==> src/tlcs_pkg.sv <==
`default_nettype none
package tlcs_pkg;

  localparam int MAIN_DEPTH_DEF       = 32;
  localparam int HIGH_DEPTH_DEF       = 16;
  localparam int PARAM_BITS           = 10;
  localparam int CREDIT_FRAC_BITS_DEF = 8;

  localparam int CREDIT_W  = 12;
  localparam int CNT_W     = 32;
  localparam int DRAIN_W   = 6;
  localparam int CFG_IDX_W = 1;
  // entry layout below the key: has, port, length, three bytes
  localparam int ENT_FIXED_W = 41;

  localparam logic [CREDIT_W-1:0] BUDGET_RST = 12'd256;
  localparam logic [CREDIT_W-1:0] MAX_CR_RST = 12'd2048;

  localparam logic [CFG_IDX_W-1:0] CFG_BUDGET = 1'b0;
  localparam logic [CFG_IDX_W-1:0] CFG_MAX_CR = 1'b1;

  localparam logic [7:0] MAX_MSG_LEN = 8'd3;

  typedef enum logic [2:0] {
    OP_ENQ_MAIN   = 3'd0,
    OP_ENQ_HIGH   = 3'd1,
    OP_ENQ_POS    = 3'd2,
    OP_CANCEL     = 3'd3,
    OP_CANCEL_ALL = 3'd4,
    OP_QUERY      = 3'd5,
    OP_TICK       = 3'd6,
    OP_DRAIN      = 3'd7
  } op_t;

  typedef enum logic [1:0] {
    KIND_STATUS  = 2'd0,
    KIND_SENT    = 2'd1,
    KIND_DROPPED = 2'd2,
    KIND_REFUSED = 2'd3
  } kind_t;

  typedef enum logic [3:0] {
    S_IDLE,
    S_DISPATCH,
    S_COAL_RD,
    S_COAL_EV,
    S_FILT_RD,
    S_FILT_EV,
    S_QRY_RD,
    S_QRY_EV,
    S_APPEND,
    S_POP_CHK,
    S_POP_EV,
    S_STATUS
  } state_t;

  typedef struct packed {
    logic latch;
    logic j_load_fill;
    logic j_clear;
    logic j_dec;
    logic rd_back;
    logic rd_fwd;
    logic rd_pop;
    logic coal_hit;
    logic filt_eval;
    logic filt_done;
    logic qry_eval;
    logic append;
    logic tick_add;
    logic pop_commit;
    logic emit_status;
  } cmd_t;

  typedef struct packed {
    op_t  op;
    logic j_zero;
    logic scan_end;
    logic match;
    logic can_pop;
    logic out_free;
    logic pop_last;
  } status_t;

endpackage
`default_nettype wire

==> src/tlcs_if.sv <==
`default_nettype none
interface tlcs_item_if;
  logic                            valid;
  logic                            ready;
  logic [2:0]                      operation;
  logic [tlcs_pkg::PARAM_BITS-1:0] param_id;
  logic                            has_param;
  logic [7:0]                      out_port;
  logic [7:0]                      msg_length;
  logic [7:0]                      msg_byte0;
  logic [7:0]                      msg_byte1;
  logic [7:0]                      msg_byte2;
  modport source (output valid, operation, param_id, has_param, out_port, msg_length,
                  msg_byte0, msg_byte1, msg_byte2, input ready);
  modport sink (input valid, operation, param_id, has_param, out_port, msg_length,
                msg_byte0, msg_byte1, msg_byte2, output ready);
endinterface

interface tlcs_result_if;
  logic        valid;
  logic        ready;
  logic [1:0]  result_kind;
  logic [7:0]  sent_port;
  logic [7:0]  sent_length;
  logic [7:0]  sent_byte0;
  logic [7:0]  sent_byte1;
  logic [7:0]  sent_byte2;
  logic        pending_flag;
  logic        last_flag;
  logic [5:0]  drained_count;
  logic [31:0] sent_total;
  logic [31:0] dropped_total;
  logic [31:0] coalesced_total;
  modport source (output valid, result_kind, sent_port, sent_length, sent_byte0, sent_byte1,
                  sent_byte2, pending_flag, last_flag, drained_count, sent_total,
                  dropped_total, coalesced_total, input ready);
  modport sink (input valid, result_kind, sent_port, sent_length, sent_byte0, sent_byte1,
                sent_byte2, pending_flag, last_flag, drained_count, sent_total,
                dropped_total, coalesced_total, output ready);
endinterface

interface tlcs_cfg_if;
  logic        valid;
  logic        ready;
  logic        index;
  logic [11:0] data;
  modport source (output valid, index, data, input ready);
  modport sink (input valid, index, data, output ready);
endinterface
`default_nettype wire

==> src/tlcs_ram.sv <==
`default_nettype none
module tlcs_ram #(
  parameter int WIDTH = 8,
  parameter int DEPTH = 16
) (
  input  wire logic                     clk,
  input  wire logic                     we,
  input  wire logic [$clog2(DEPTH)-1:0] waddr,
  input  wire logic [WIDTH-1:0]         wdata,
  input  wire logic                     re,
  input  wire logic [$clog2(DEPTH)-1:0] raddr,
  output logic      [WIDTH-1:0]         rdata
);
  logic [WIDTH-1:0] mem [DEPTH];

  always_ff @(posedge clk) begin
    if (we) begin
      mem[waddr] <= wdata;
    end
    if (re) begin
      rdata <= mem[raddr];
    end
  end
endmodule
`default_nettype wire

==> src/tlcs_ctrl.sv <==
`default_nettype none
module tlcs_ctrl import tlcs_pkg::*; (
  input  wire logic    clk,
  input  wire logic    rst,
  input  wire logic    in_valid,
  output logic         in_ready,
  input  wire status_t sts,
  output cmd_t         cmd
);
  state_t state, state_next;

  always_ff @(posedge clk) begin
    if (rst) begin
      state <= S_IDLE;
    end else begin
      state <= state_next;
    end
  end

  always_comb begin
    state_next = state;
    cmd        = '0;
    in_ready   = 1'b0;
    unique case (state)
      S_IDLE: begin
        in_ready = 1'b1;
        if (in_valid) begin
          cmd.latch  = 1'b1;
          state_next = S_DISPATCH;
        end
      end
      S_DISPATCH: begin
        unique case (sts.op)
          OP_ENQ_MAIN, OP_ENQ_HIGH: state_next = S_APPEND;
          OP_ENQ_POS: begin
            cmd.j_load_fill = 1'b1;
            state_next      = S_COAL_RD;
          end
          OP_CANCEL, OP_CANCEL_ALL: begin
            cmd.j_clear = 1'b1;
            state_next  = S_FILT_RD;
          end
          OP_QUERY: begin
            cmd.j_clear = 1'b1;
            state_next  = S_QRY_RD;
          end
          OP_TICK: begin
            cmd.tick_add = 1'b1;
            state_next   = S_POP_CHK;
          end
          OP_DRAIN: state_next = S_POP_CHK;
          default: state_next = S_IDLE;
        endcase
      end
      // walk back from the newest main entry for the latest match
      S_COAL_RD: begin
        if (sts.j_zero) begin
          state_next = S_APPEND;
        end else begin
          cmd.rd_back = 1'b1;
          state_next  = S_COAL_EV;
        end
      end
      S_COAL_EV: begin
        if (sts.match) begin
          cmd.coal_hit = 1'b1;
          cmd.j_clear  = 1'b1;
          state_next   = S_FILT_RD;
        end else begin
          cmd.j_dec  = 1'b1;
          state_next = S_COAL_RD;
        end
      end
      // compact the main lane, dropping hits
      S_FILT_RD: begin
        if (sts.scan_end) begin
          cmd.filt_done = 1'b1;
          state_next    = (sts.op == OP_ENQ_POS) ? S_APPEND : S_STATUS;
        end else begin
          cmd.rd_fwd = 1'b1;
          state_next = S_FILT_EV;
        end
      end
      S_FILT_EV: begin
        cmd.filt_eval = 1'b1;
        state_next    = S_FILT_RD;
      end
      S_QRY_RD: begin
        if (sts.scan_end) begin
          state_next = S_STATUS;
        end else begin
          cmd.rd_fwd = 1'b1;
          state_next = S_QRY_EV;
        end
      end
      S_QRY_EV: begin
        cmd.qry_eval = 1'b1;
        state_next   = S_QRY_RD;
      end
      S_APPEND: begin
        if (sts.out_free) begin
          cmd.append = 1'b1;
          state_next = S_IDLE;
        end
      end
      S_POP_CHK: begin
        if (sts.can_pop) begin
          cmd.rd_pop = 1'b1;
          state_next = S_POP_EV;
        end else begin
          state_next = S_STATUS;
        end
      end
      S_POP_EV: begin
        if (sts.out_free) begin
          cmd.pop_commit = 1'b1;
          state_next     = sts.pop_last ? S_IDLE : S_POP_CHK;
        end
      end
      S_STATUS: begin
        if (sts.out_free) begin
          cmd.emit_status = 1'b1;
          state_next      = S_IDLE;
        end
      end
      default: state_next = S_IDLE;
    endcase
  end

  a_latch_idle: assert property (@(posedge clk) disable iff (rst)
    cmd.latch |-> state == S_IDLE)
    else $error("item latched outside idle");
  a_emit_free: assert property (@(posedge clk) disable iff (rst)
    (cmd.append || cmd.pop_commit || cmd.emit_status) |-> sts.out_free)
    else $error("result emitted into a full output register");
  a_pop_follows: assert property (@(posedge clk) disable iff (rst)
    cmd.rd_pop |=> state == S_POP_EV)
    else $error("pop read not followed by commit stage");
endmodule
`default_nettype wire

==> src/tlcs_datapath.sv <==
`default_nettype none
module tlcs_datapath import tlcs_pkg::*; #(
  parameter int MAIN_DEPTH       = MAIN_DEPTH_DEF,
  parameter int HIGH_DEPTH       = HIGH_DEPTH_DEF,
  parameter int CREDIT_FRAC_BITS = CREDIT_FRAC_BITS_DEF
) (
  input  wire logic                  clk,
  input  wire logic                  rst,
  input  wire cmd_t                  cmd,
  output status_t                    sts,
  input  wire logic [2:0]            in_operation,
  input  wire logic [PARAM_BITS-1:0] in_param_id,
  input  wire logic                  in_has_param,
  input  wire logic [7:0]            in_out_port,
  input  wire logic [7:0]            in_msg_length,
  input  wire logic [7:0]            in_msg_byte0,
  input  wire logic [7:0]            in_msg_byte1,
  input  wire logic [7:0]            in_msg_byte2,
  input  wire logic                  cfg_we,
  input  wire logic [CFG_IDX_W-1:0]  cfg_index,
  input  wire logic [CREDIT_W-1:0]   cfg_data,
  input  wire logic                  out_ready,
  output logic                       out_valid,
  output logic [1:0]                 out_kind,
  output logic [7:0]                 out_port,
  output logic [7:0]                 out_length,
  output logic [7:0]                 out_byte0,
  output logic [7:0]                 out_byte1,
  output logic [7:0]                 out_byte2,
  output logic                       out_pending,
  output logic                       out_last,
  output logic [DRAIN_W-1:0]         out_drained,
  output logic [CNT_W-1:0]           out_sent,
  output logic [CNT_W-1:0]           out_dropped,
  output logic [CNT_W-1:0]           out_coalesced
);
  localparam int MIDX_W = $clog2(MAIN_DEPTH);
  localparam int MCNT_W = $clog2(MAIN_DEPTH + 1);
  localparam int HIDX_W = $clog2(HIGH_DEPTH);
  localparam int HCNT_W = $clog2(HIGH_DEPTH + 1);
  localparam int ENT_W  = PARAM_BITS + ENT_FIXED_W;
  localparam int HAS_B  = 40;
  localparam logic [MCNT_W-1:0]   MAIN_FULL = MCNT_W'(MAIN_DEPTH);
  localparam logic [HCNT_W-1:0]   HIGH_FULL = HCNT_W'(HIGH_DEPTH);
  localparam logic [CREDIT_W:0]   ONE = (CREDIT_W + 1)'(1) << CREDIT_FRAC_BITS;

  function automatic logic [MIDX_W-1:0] mphys(input logic [MIDX_W-1:0] head,
                                              input logic [MCNT_W-1:0] idx);
    logic [MCNT_W:0] s;
    s = (MCNT_W + 1)'(head) + (MCNT_W + 1)'(idx);
    if (s >= (MCNT_W + 1)'(MAIN_DEPTH)) begin
      s = s - (MCNT_W + 1)'(MAIN_DEPTH);
    end
    return s[MIDX_W-1:0];
  endfunction

  function automatic logic [HIDX_W-1:0] hphys(input logic [HIDX_W-1:0] head,
                                              input logic [HCNT_W-1:0] idx);
    logic [HCNT_W:0] s;
    s = (HCNT_W + 1)'(head) + (HCNT_W + 1)'(idx);
    if (s >= (HCNT_W + 1)'(HIGH_DEPTH)) begin
      s = s - (HCNT_W + 1)'(HIGH_DEPTH);
    end
    return s[HIDX_W-1:0];
  endfunction

  op_t                   op;
  logic [PARAM_BITS-1:0] key_param;
  logic                  key_has;
  logic [ENT_W-1:0]      item_ent;
  logic [MIDX_W-1:0]     m_head;
  logic [MCNT_W-1:0]     m_fill;
  logic [HIDX_W-1:0]     h_head;
  logic [HCNT_W-1:0]     h_fill;
  logic [CREDIT_W-1:0]   credit, budget, max_cr;
  logic [CNT_W-1:0]      sent, dropped, coal;
  logic [MCNT_W-1:0]     j, w, m_idx;
  logic                  found;
  logic [DRAIN_W-1:0]    drained;
  logic                  pop_hi;

  logic                  m_we, m_re, h_we, h_re;
  logic [MIDX_W-1:0]     m_waddr, m_raddr;
  logic [HIDX_W-1:0]     h_waddr;
  logic [ENT_W-1:0]      m_wdata, m_rdata, h_rdata, pop_ent;
  logic                  match, drop, m_full, h_full, any_pend, rem_after, len_ok;
  logic [CREDIT_W:0]     credit_m1, credit_sum;
  logic [7:0]            p_len;

  assign m_full   = (m_fill == MAIN_FULL);
  assign h_full   = (h_fill == HIGH_FULL);
  assign any_pend = (m_fill != '0) || (h_fill != '0);
  assign match    = (m_rdata[HAS_B] == key_has) && (m_rdata[ENT_W-1 -: PARAM_BITS] == key_param);

  always_comb begin
    unique case (op)
      OP_ENQ_POS:    drop = (j == m_idx);
      OP_CANCEL_ALL: drop = m_rdata[HAS_B];
      default:       drop = match;
    endcase
  end

  assign m_we    = (cmd.append && op != OP_ENQ_HIGH && !m_full) || (cmd.filt_eval && !drop);
  assign m_waddr = cmd.append ? mphys(m_head, m_fill) : mphys(m_head, w);
  assign m_wdata = cmd.append ? item_ent : m_rdata;
  assign m_re    = cmd.rd_back || cmd.rd_fwd || cmd.rd_pop;
  assign m_raddr = cmd.rd_back ? mphys(m_head, j - MCNT_W'(1)) :
                   cmd.rd_fwd  ? mphys(m_head, j) : m_head;
  assign h_we    = cmd.append && op == OP_ENQ_HIGH && !h_full;
  assign h_waddr = hphys(h_head, h_fill);
  assign h_re    = cmd.rd_pop;

  tlcs_ram #(.WIDTH(ENT_W), .DEPTH(MAIN_DEPTH)) u_main_ram (
    .clk(clk), .we(m_we), .waddr(m_waddr), .wdata(m_wdata),
    .re(m_re), .raddr(m_raddr), .rdata(m_rdata)
  );

  tlcs_ram #(.WIDTH(ENT_W), .DEPTH(HIGH_DEPTH)) u_high_ram (
    .clk(clk), .we(h_we), .waddr(h_waddr), .wdata(item_ent),
    .re(h_re), .raddr(h_head), .rdata(h_rdata)
  );

  assign pop_ent    = pop_hi ? h_rdata : m_rdata;
  assign p_len      = pop_ent[31:24];
  assign len_ok     = (p_len != 8'd0) && (p_len <= MAX_MSG_LEN);
  assign credit_m1  = {1'b0, credit} - ONE;
  assign credit_sum = {1'b0, credit} + {1'b0, budget};
  assign rem_after  = pop_hi ? (h_fill > HCNT_W'(1) || m_fill != '0)
                             : (m_fill > MCNT_W'(1) || h_fill != '0);

  always_comb begin
    sts          = '0;
    sts.op       = op;
    sts.j_zero   = (j == '0);
    sts.scan_end = (j == m_fill);
    sts.match    = match;
    sts.can_pop  = any_pend && (op == OP_DRAIN || {1'b0, credit} >= ONE);
    sts.out_free = !out_valid || out_ready;
    sts.pop_last = !(rem_after && (op == OP_DRAIN || credit_m1 >= ONE));
  end

  always_ff @(posedge clk) begin
    if (rst) begin
      m_head    <= '0;
      m_fill    <= '0;
      h_head    <= '0;
      h_fill    <= '0;
      credit    <= '0;
      budget    <= BUDGET_RST;
      max_cr    <= MAX_CR_RST;
      sent      <= '0;
      dropped   <= '0;
      coal      <= '0;
      j         <= '0;
      w         <= '0;
      found     <= 1'b0;
      drained   <= '0;
      out_valid <= 1'b0;
    end else begin
      if (cfg_we) begin
        if (cfg_index == CFG_BUDGET) begin
          budget <= cfg_data;
        end else if (cfg_index == CFG_MAX_CR) begin
          max_cr <= cfg_data;
        end
      end
      if (cmd.latch) begin
        op        <= op_t'(in_operation);
        key_has   <= in_has_param;
        key_param <= in_has_param ? in_param_id : '0;
        item_ent  <= {(in_has_param ? in_param_id : {PARAM_BITS{1'b0}}), in_has_param,
                      in_out_port, in_msg_length, in_msg_byte0, in_msg_byte1, in_msg_byte2};
        drained   <= '0;
      end
      if (cmd.j_load_fill) begin
        j <= m_fill;
      end
      if (cmd.j_clear) begin
        j     <= '0;
        w     <= '0;
        found <= 1'b0;
      end
      if (cmd.j_dec) begin
        j <= j - MCNT_W'(1);
      end
      if (cmd.coal_hit) begin
        m_idx <= j - MCNT_W'(1);
      end
      if (cmd.filt_eval) begin
        j <= j + MCNT_W'(1);
        if (drop) begin
          coal <= coal + CNT_W'(1);
        end else begin
          w <= w + MCNT_W'(1);
        end
      end
      if (cmd.filt_done) begin
        m_fill <= w;
      end
      if (cmd.qry_eval) begin
        j     <= j + MCNT_W'(1);
        found <= found || match;
      end
      if (cmd.rd_pop) begin
        pop_hi <= (h_fill != '0);
      end
      if (cmd.tick_add) begin
        credit <= (credit_sum > {1'b0, max_cr}) ? max_cr : credit_sum[CREDIT_W-1:0];
      end

      if (out_ready) begin
        out_valid <= 1'b0;
      end

      if (cmd.append || cmd.pop_commit || cmd.emit_status) begin
        out_valid     <= 1'b1;
        out_kind      <= KIND_STATUS;
        out_port      <= '0;
        out_length    <= '0;
        out_byte0     <= '0;
        out_byte1     <= '0;
        out_byte2     <= '0;
        out_pending   <= any_pend;
        out_last      <= 1'b1;
        out_drained   <= '0;
        out_sent      <= sent;
        out_dropped   <= dropped;
        out_coalesced <= coal;
      end

      if (cmd.append) begin
        if ((op == OP_ENQ_HIGH) ? h_full : m_full) begin
          dropped     <= dropped + CNT_W'(1);
          out_dropped <= dropped + CNT_W'(1);
          out_kind    <= KIND_REFUSED;
          out_port    <= item_ent[39:32];
          out_length  <= item_ent[31:24];
        end else begin
          out_pending <= 1'b1;
          if (op == OP_ENQ_HIGH) begin
            h_fill <= h_fill + HCNT_W'(1);
          end else begin
            m_fill <= m_fill + MCNT_W'(1);
          end
        end
      end

      if (cmd.emit_status && op == OP_QUERY) begin
        out_pending <= found;
      end

      if (cmd.pop_commit) begin
        if (pop_hi) begin
          h_head <= hphys(h_head, HCNT_W'(1));
          h_fill <= h_fill - HCNT_W'(1);
        end else begin
          m_head <= mphys(m_head, MCNT_W'(1));
          m_fill <= m_fill - MCNT_W'(1);
        end
        if (op == OP_TICK) begin
          credit <= credit_m1[CREDIT_W-1:0];
        end
        drained     <= drained + DRAIN_W'(1);
        out_pending <= rem_after;
        out_last    <= sts.pop_last;
        out_drained <= (op == OP_DRAIN && sts.pop_last) ? drained + DRAIN_W'(1) : '0;
        out_port    <= pop_ent[39:32];
        out_length  <= p_len;
        if (len_ok) begin
          sent      <= sent + CNT_W'(1);
          out_sent  <= sent + CNT_W'(1);
          out_kind  <= KIND_SENT;
          out_byte0 <= pop_ent[23:16];
          out_byte1 <= (p_len > 8'd1) ? pop_ent[15:8] : 8'd0;
          out_byte2 <= (p_len > 8'd2) ? pop_ent[7:0] : 8'd0;
        end else begin
          dropped     <= dropped + CNT_W'(1);
          out_dropped <= dropped + CNT_W'(1);
          out_kind    <= KIND_DROPPED;
        end
      end
    end
  end

  a_main_fill: assert property (@(posedge clk) disable iff (rst)
    m_fill <= MAIN_FULL)
    else $error("main lane fill beyond depth");
  a_high_fill: assert property (@(posedge clk) disable iff (rst)
    h_fill <= HIGH_FULL)
    else $error("high lane fill beyond depth");
  a_compact: assert property (@(posedge clk) disable iff (rst)
    cmd.filt_eval |-> w <= j)
    else $error("compaction write pointer ahead of read pointer");
  a_drain_last: assert property (@(posedge clk) disable iff (rst)
    (out_valid && out_drained != '0) |-> out_last)
    else $error("drained count on a result that is not last");
endmodule
`default_nettype wire

==> src/two_lane_credit_scheduler_unit.sv <==
`default_nettype none
// Two-lane credit scheduler. Messages wait in a high-priority FIFO and a main FIFO, both
// held in single-port-read RAMs as ring buffers. A tick adds budget_per_tick to a credit
// (capped at max_credit) and spends one whole credit per popped entry, high lane first;
// drain pops everything. Every result beat carries the running sent, dropped and coalesced
// totals, and last_flag marks the final beat of an item. An enqueue passes through accept,
// dispatch and append. Cancel and query walk the main lane with one RAM read and one
// evaluate per entry. Enqueue-position searches backward from the newest main entry; only
// when it finds a match does it compact the whole lane, again a read and an evaluate per
// entry, before the append. Tick and drain pass through dispatch, then a check and a
// commit step per popped entry. Any result stalled by the receiver holds the controller
// until it is taken. Each lane RAM has a single registered read port. No clearing pass
// is needed after reset.
module two_lane_credit_scheduler_unit import tlcs_pkg::*; #(
  parameter int MAIN_DEPTH       = MAIN_DEPTH_DEF,
  parameter int HIGH_DEPTH       = HIGH_DEPTH_DEF,
  parameter int CREDIT_FRAC_BITS = CREDIT_FRAC_BITS_DEF
) (
  input wire logic       clk,
  input wire logic       rst,
  tlcs_item_if.sink      in_ch,
  tlcs_result_if.source  out_ch,
  tlcs_cfg_if.sink       cfg
);
  cmd_t    cmd;
  status_t sts;
  logic    in_ready;

  assign in_ch.ready = in_ready;
  assign cfg.ready   = 1'b1;

  tlcs_ctrl u_ctrl (
    .clk(clk), .rst(rst), .in_valid(in_ch.valid), .in_ready(in_ready),
    .sts(sts), .cmd(cmd)
  );

  tlcs_datapath #(
    .MAIN_DEPTH(MAIN_DEPTH), .HIGH_DEPTH(HIGH_DEPTH),
    .CREDIT_FRAC_BITS(CREDIT_FRAC_BITS)
  ) u_dp (
    .clk(clk), .rst(rst), .cmd(cmd), .sts(sts),
    .in_operation(in_ch.operation), .in_param_id(in_ch.param_id),
    .in_has_param(in_ch.has_param), .in_out_port(in_ch.out_port),
    .in_msg_length(in_ch.msg_length), .in_msg_byte0(in_ch.msg_byte0),
    .in_msg_byte1(in_ch.msg_byte1), .in_msg_byte2(in_ch.msg_byte2),
    .cfg_we(cfg.valid), .cfg_index(cfg.index), .cfg_data(cfg.data),
    .out_ready(out_ch.ready), .out_valid(out_ch.valid),
    .out_kind(out_ch.result_kind), .out_port(out_ch.sent_port),
    .out_length(out_ch.sent_length), .out_byte0(out_ch.sent_byte0),
    .out_byte1(out_ch.sent_byte1), .out_byte2(out_ch.sent_byte2),
    .out_pending(out_ch.pending_flag), .out_last(out_ch.last_flag),
    .out_drained(out_ch.drained_count), .out_sent(out_ch.sent_total),
    .out_dropped(out_ch.dropped_total), .out_coalesced(out_ch.coalesced_total)
  );
endmodule
`default_nettype wire
==> src/flat_wrapper.sv <==
// flat-port wrapper written by rule: the top's interface ports become plain ports
module two_lane_credit_scheduler_unit_flat import tlcs_pkg::*;
#(
  parameter int MAIN_DEPTH       = MAIN_DEPTH_DEF,
  parameter int HIGH_DEPTH       = HIGH_DEPTH_DEF,
  parameter int CREDIT_FRAC_BITS = CREDIT_FRAC_BITS_DEF
)
  (clk, rst, in_ch_valid, in_ch_operation, in_ch_param_id, in_ch_has_param, in_ch_out_port, in_ch_msg_length, in_ch_msg_byte0, in_ch_msg_byte1, in_ch_msg_byte2, in_ch_ready, out_ch_valid, out_ch_result_kind, out_ch_sent_port, out_ch_sent_length, out_ch_sent_byte0, out_ch_sent_byte1, out_ch_sent_byte2, out_ch_pending_flag, out_ch_last_flag, out_ch_drained_count, out_ch_sent_total, out_ch_dropped_total, out_ch_coalesced_total, out_ch_ready, cfg_valid, cfg_index, cfg_data, cfg_ready);
  tlcs_item_if in_ch_i ();
  tlcs_result_if out_ch_i ();
  tlcs_cfg_if cfg_i ();
  input wire logic clk;
  input wire logic rst;
  input wire logic [$bits(in_ch_i.valid)-1:0] in_ch_valid;
  input wire logic [$bits(in_ch_i.operation)-1:0] in_ch_operation;
  input wire logic [$bits(in_ch_i.param_id)-1:0] in_ch_param_id;
  input wire logic [$bits(in_ch_i.has_param)-1:0] in_ch_has_param;
  input wire logic [$bits(in_ch_i.out_port)-1:0] in_ch_out_port;
  input wire logic [$bits(in_ch_i.msg_length)-1:0] in_ch_msg_length;
  input wire logic [$bits(in_ch_i.msg_byte0)-1:0] in_ch_msg_byte0;
  input wire logic [$bits(in_ch_i.msg_byte1)-1:0] in_ch_msg_byte1;
  input wire logic [$bits(in_ch_i.msg_byte2)-1:0] in_ch_msg_byte2;
  output wire logic [$bits(in_ch_i.ready)-1:0] in_ch_ready;
  output wire logic [$bits(out_ch_i.valid)-1:0] out_ch_valid;
  output wire logic [$bits(out_ch_i.result_kind)-1:0] out_ch_result_kind;
  output wire logic [$bits(out_ch_i.sent_port)-1:0] out_ch_sent_port;
  output wire logic [$bits(out_ch_i.sent_length)-1:0] out_ch_sent_length;
  output wire logic [$bits(out_ch_i.sent_byte0)-1:0] out_ch_sent_byte0;
  output wire logic [$bits(out_ch_i.sent_byte1)-1:0] out_ch_sent_byte1;
  output wire logic [$bits(out_ch_i.sent_byte2)-1:0] out_ch_sent_byte2;
  output wire logic [$bits(out_ch_i.pending_flag)-1:0] out_ch_pending_flag;
  output wire logic [$bits(out_ch_i.last_flag)-1:0] out_ch_last_flag;
  output wire logic [$bits(out_ch_i.drained_count)-1:0] out_ch_drained_count;
  output wire logic [$bits(out_ch_i.sent_total)-1:0] out_ch_sent_total;
  output wire logic [$bits(out_ch_i.dropped_total)-1:0] out_ch_dropped_total;
  output wire logic [$bits(out_ch_i.coalesced_total)-1:0] out_ch_coalesced_total;
  input wire logic [$bits(out_ch_i.ready)-1:0] out_ch_ready;
  input wire logic [$bits(cfg_i.valid)-1:0] cfg_valid;
  input wire logic [$bits(cfg_i.index)-1:0] cfg_index;
  input wire logic [$bits(cfg_i.data)-1:0] cfg_data;
  output wire logic [$bits(cfg_i.ready)-1:0] cfg_ready;
  assign in_ch_i.valid = in_ch_valid;
  assign in_ch_i.operation = in_ch_operation;
  assign in_ch_i.param_id = in_ch_param_id;
  assign in_ch_i.has_param = in_ch_has_param;
  assign in_ch_i.out_port = in_ch_out_port;
  assign in_ch_i.msg_length = in_ch_msg_length;
  assign in_ch_i.msg_byte0 = in_ch_msg_byte0;
  assign in_ch_i.msg_byte1 = in_ch_msg_byte1;
  assign in_ch_i.msg_byte2 = in_ch_msg_byte2;
  assign in_ch_ready = in_ch_i.ready;
  assign out_ch_valid = out_ch_i.valid;
  assign out_ch_result_kind = out_ch_i.result_kind;
  assign out_ch_sent_port = out_ch_i.sent_port;
  assign out_ch_sent_length = out_ch_i.sent_length;
  assign out_ch_sent_byte0 = out_ch_i.sent_byte0;
  assign out_ch_sent_byte1 = out_ch_i.sent_byte1;
  assign out_ch_sent_byte2 = out_ch_i.sent_byte2;
  assign out_ch_pending_flag = out_ch_i.pending_flag;
  assign out_ch_last_flag = out_ch_i.last_flag;
  assign out_ch_drained_count = out_ch_i.drained_count;
  assign out_ch_sent_total = out_ch_i.sent_total;
  assign out_ch_dropped_total = out_ch_i.dropped_total;
  assign out_ch_coalesced_total = out_ch_i.coalesced_total;
  assign out_ch_i.ready = out_ch_ready;
  assign cfg_i.valid = cfg_valid;
  assign cfg_i.index = cfg_index;
  assign cfg_i.data = cfg_data;
  assign cfg_ready = cfg_i.ready;
  two_lane_credit_scheduler_unit #(.MAIN_DEPTH(MAIN_DEPTH), .HIGH_DEPTH(HIGH_DEPTH), .CREDIT_FRAC_BITS(CREDIT_FRAC_BITS)) u_core (.clk(clk), .rst(rst), .in_ch(in_ch_i), .out_ch(out_ch_i), .cfg(cfg_i));
endmodule
==> config.mk <==
export PLATFORM = sky130hd
export DESIGN_NAME = two_lane_credit_scheduler_unit_flat
export DESIGN_NICKNAME = d
export VERILOG_FILES = /design/src/tlcs_pkg.sv /design/src/tlcs_if.sv /design/src/tlcs_ram.sv /design/src/tlcs_ctrl.sv /design/src/tlcs_datapath.sv /design/src/two_lane_credit_scheduler_unit.sv /design/src/flat_wrapper.sv
export SDC_FILE = /design/constraint.sdc
export NUM_CORES = 2
export LEC_CHECK = 0
export BUFFER_PORTS_ARGS = -buffer_cell sky130_fd_sc_hd__buf_2
export CAP_MARGIN = 30
export CORE_ASPECT_RATIO = 1.75
export CORE_MARGIN = 1.5
export CORE_UTILIZATION = 43
export CTS_CLUSTER_DIAMETER = 80
export DETAILED_ROUTE_END_ITERATION = 6
export GPL_ROUTABILITY_DRIVEN = 0
export GPL_TIMING_DRIVEN = 0
export PLACE_DENSITY = 0.66
export SETUP_SLACK_MARGIN = 0.02
export SLEW_MARGIN = 20
export SYNTH_ARGS = -nofsm -noshare
export SYNTH_HDL_FRONTEND = slang
export SYNTH_SLANG_ARGS = --single-unit
export TNS_END_PERCENT = 1
==> constraint.sdc <==
create_clock -name clk -period 7 [get_ports clk]
set_input_delay 0.7 -clock clk [delete_from_list [all_inputs] [get_ports clk]]
set_output_delay 0.7 -clock clk [all_outputs]
set_load 0.05 [all_outputs]
==> flow_metrics.py <==
metrics = {
    "pwr": {
        "total_power_mw": 36.3,
        "peakVddDrop_mv": 0.197,
        "p_leak_nw": 45.2,
        "power.density_mw_per_mm2": 283,
    },
    "logic_synthesis": {
        "synth.top_cells.by_count": "edfxtp_1 (2570), mux2i_1 (714), nand2_1 (537), a21oi_1 (386), nor2_1 (308)",
        "ys_ff_latch": 2746,
        "yosysUniqueCellTypes": 86,
        "synth_area_leaders": "edfxtp_1 (69%), mux2i_1 (6.4%), mux4_2 (4.1%)",
        "synthCells": 6945,
        "syn_nets": 7079,
        "async_reset_ff_share_pct": 0,
        "yosysTopAreaCell": "edfxtp_1",
        "yosysMostFrequentCell": "edfxtp_1",
        "yosys.area.top_type_share_pct": 69.4,
        "synth-edff-count": 2570,
        "syn_avg_cell_area_um2": 16.0,
        "synth-seq-area-share_pct": 72.6,
        "yosysWarningCount": 0,
        "syn_area_mm2": 0.111,
        "yosys_most_used_dff": "edfxtp_1",
    },
    "clock_network": {
        "cts_sinks": 2746,
        "cts_tree": "built",
        "clk_pin_slew_worst_paths_ns": 0.07,
        "clock_latency_ns": 0.92,
        "cts-resized-gates": 0,
        "root_buffer": "clkbuf_16",
        "clk_path_buf_depth": 4,
        "cts_buffers": 233,
        "h-tree-depth": 4,
    },
    "sta": {
        "period_needed_ns": 6.56,
        "rsz0062_at_grt": "false",
        "finClkSkew_ns": 0.0561,
        "fmax_ghz": 0.152,
        "final_max_slew_viol_count": 0,
        "setup_tns_ns": 0,
        "hold_viol_final": 0,
        "fin_ws_ns": 0.437,
        "min_period_over_period_pct": 93.8,
        "finalSetupViolCount": 0,
        "hold_slack_ns": 0.0486,
        "relSlewSlack_pct": 26.7,
        "worst_pin_slew_ns": 1.10,
    },
    "placed_design": {
        "post-place-ws_ns": 0.490,
        "place_area_mm2": 0.120,
        "dp_cells": 10700,
        "io_buffers": 218,
        "dpl.hpwl_mm": 227,
    },
    "run_status": {
        "status": "complete, no violations",
    },
    "floorplan": {
        "dieArea_mm2": 0.262,
        "core_mm2": 0.257,
        "start_util_pct": 43.3,
        "placementRows": 246,
        "die_h_um": 676,
        "die_w_um": 387,
        "io_pins": 221,
    },
    "critical_path": {
        "crit_path_start_kind": "flip-flop",
        "crit_arrival_ns": 7.14,
        "worst_ep_required_time_ns": 7.58,
        "rrSetupSlack_ns": 0.44,
        "criticalPathCategory": "flip-flop to flip-flop",
        "ff2ff_path_depth": 16,
        "startpoint": "u_core.u_ctrl.state[0]",
        "rr_startpoint": "u_core.u_ctrl.state[0]",
        "worstSetupEndpointType": "flip-flop",
        "path_max_fanout": 18,
        "r2r-end": "u_core.u_dp.u_main_ram.mem[26][49]",
    },
    "global_route": {
        "grt_overflow": 0,
        "grt_util_all_layers_pct": 24.0,
        "grt_pass1_vias": 66300,
        "antenna_found_initial": 11,
        "grt_pass1_wl_mm": 454,
        "grt_max_degree": 47,
    },
    "hold_path": {
        "hold_end": "u_core.u_dp.max_cr[5]",
        "whs_path_depth": 3,
        "holdCritPathClass": "input port to flip-flop",
        "hp-start": "cfg_data[5]",
    },
    "final_layout": {
        "fin_util_pct": 50.1,
        "area_delta_synth_final_pct": 15.7,
        "drive_gt1_share_pct": 16.0,
        "design_area_mm2": 0.129,
        "final_cells": 11200,
        "finish.net_count": 7760,
    },
    "detailed_routing": {
        "wl_per_cell_um": 28.7,
        "routed_wl_mm": 321,
        "vias": 65200,
        "drcViolationCount": 0,
        "drt_iter0_drc": 6457,
        "avgViaCountPerCell": 5.84,
        "final_antenna_net_count": 0,
        "first_pass_iters": 5,
    },
    "run": {
        "cap_violations": 0,
    },
}
## report_power, final
group / internal [mW] / total (mW) / leakage, nW / switching (mW)
clock: 7.34 / 13.3 / 3.74 / 5.99
sequential: 19.0 / 19.4 / 24.6 / 0.402
combinational: 0.943 / 3.63 / 16.8 / 2.69
## state kept, by name (all words and copies together) (netlist names), 40 cells and up, named ones only
signal / count
u_core.u_dp.u_main_ram.mem: 1632
u_core.u_dp.u_high_ram.rdata: 40
u_core.u_dp.u_main_ram.rdata: 51
u_core.u_dp.item_ent: 41
u_core.u_dp.u_high_ram.mem: 640
## cells by family (layout without fill, tap and decap cells)
family / after synthesis / count (layout) / synth area share (%)
AO/OA/AOI/OAI: 1114 / 1114 / 6.28
XOR/XNOR: 154 / 154 / 1.21
adder cells (fa/ha/maj): 62 / 62 / 0.732
buffers and inverters: 469 / 1340 / 2.04
flip-flops: 2746 / 2746 / 72.6
multiplexers: 972 / 972 / 11.1
other: 1 / 7 / 0.00337
AND/OR/NAND/NOR: 1427 / 1427 / 6.05
## layer usage
metal / up-vias / track usage, % / share of wire (%)
met1: 33300 / 25.9 / 34
li1: 28200 / - / -
met2: 2818 / 43.4 / 52
met4: 2 / 17.0 / 8.1
met3: 832 / 2.85 / 5.6
met5: - / 0 / 0.0041
## worst max-delay path: stages, from the launching register on
cell and delay, ns:
dfxtp_1 0.45, clkbuf_1 0.42, nor2_1 0.10, nand3_1 0.56, clkbuf_2 0.66, clkbuf_1 0.85, nand2_1 0.13, nand2_1 0.16
ha_1 0.30, a21o_1 0.19, a21oi_1 0.19, xnor2_1 0.16, xnor2_1 0.38, nand2_1 0.44, nor2_4 0.73, buf_16 0.26
buf_12 0.21
## how the worst max path moves through the flow
| stage | cells after the start | to |
|---|---|---|
| 3_5_place_dp | 16 | u_core.u_dp.u_main_ram.mem[26][7] |
| 3_3_place_gp | 15 | u_core.u_dp.u_main_ram.mem[8][4] |
| 4_1_cts | 16 | u_core.u_dp.u_main_ram.mem[26][49] |
| 5_1_grt | 16 | u_core.u_dp.u_main_ram.mem[26][49] |
| 6_report | 16 | u_core.u_dp.u_main_ram.mem[26][49] |
| 2_1_floorplan | 14 | u_core.u_dp.u_main_ram.mem[11][0] |
## final cells by class
cell class	count	area, um2
clock buffer	294	6220
timing repair buffer	446	5110
buffer	403	2030
clock inverter	131	1450
antenna	6	15.0
fill	21200	128000
multi-input combinational	3730	28600
inverter	66	248
tap	3348	4190
sequential	2746	80700
## what timing repair did
| item | 4_1_cts | 5_1_grt |
|---|---|---|
| hold buffers | 39 | 0 |
| buffers inserted | 0 | 0 |
| hold endpoints to repair | 39 | 0 |
## layout by cell type, fill, tap and decap left out, types with 56 or more instances in the layout
cell / instances
nor2_1: 259
nand3_1: 69
a211oi_1: 249
xnor2_1: 80
nor2b_1: 215
clkbuf_16: 237
clkbuf_1: 283
mux4_2: 201
ha_1: 57
edfxtp_1: 2570
buf_2: 283
buf_6: 63
o22ai_1: 161
o21ai_0: 150
inv_1: 65
mux2_2: 56
dfxtp_1: 176
mux2i_1: 714
buf_12: 75
xor2_1: 74
nand2_1: 526
nor3_1: 92
a21oi_1: 386
Note: power is estimated with default switching activity, not from simulation.
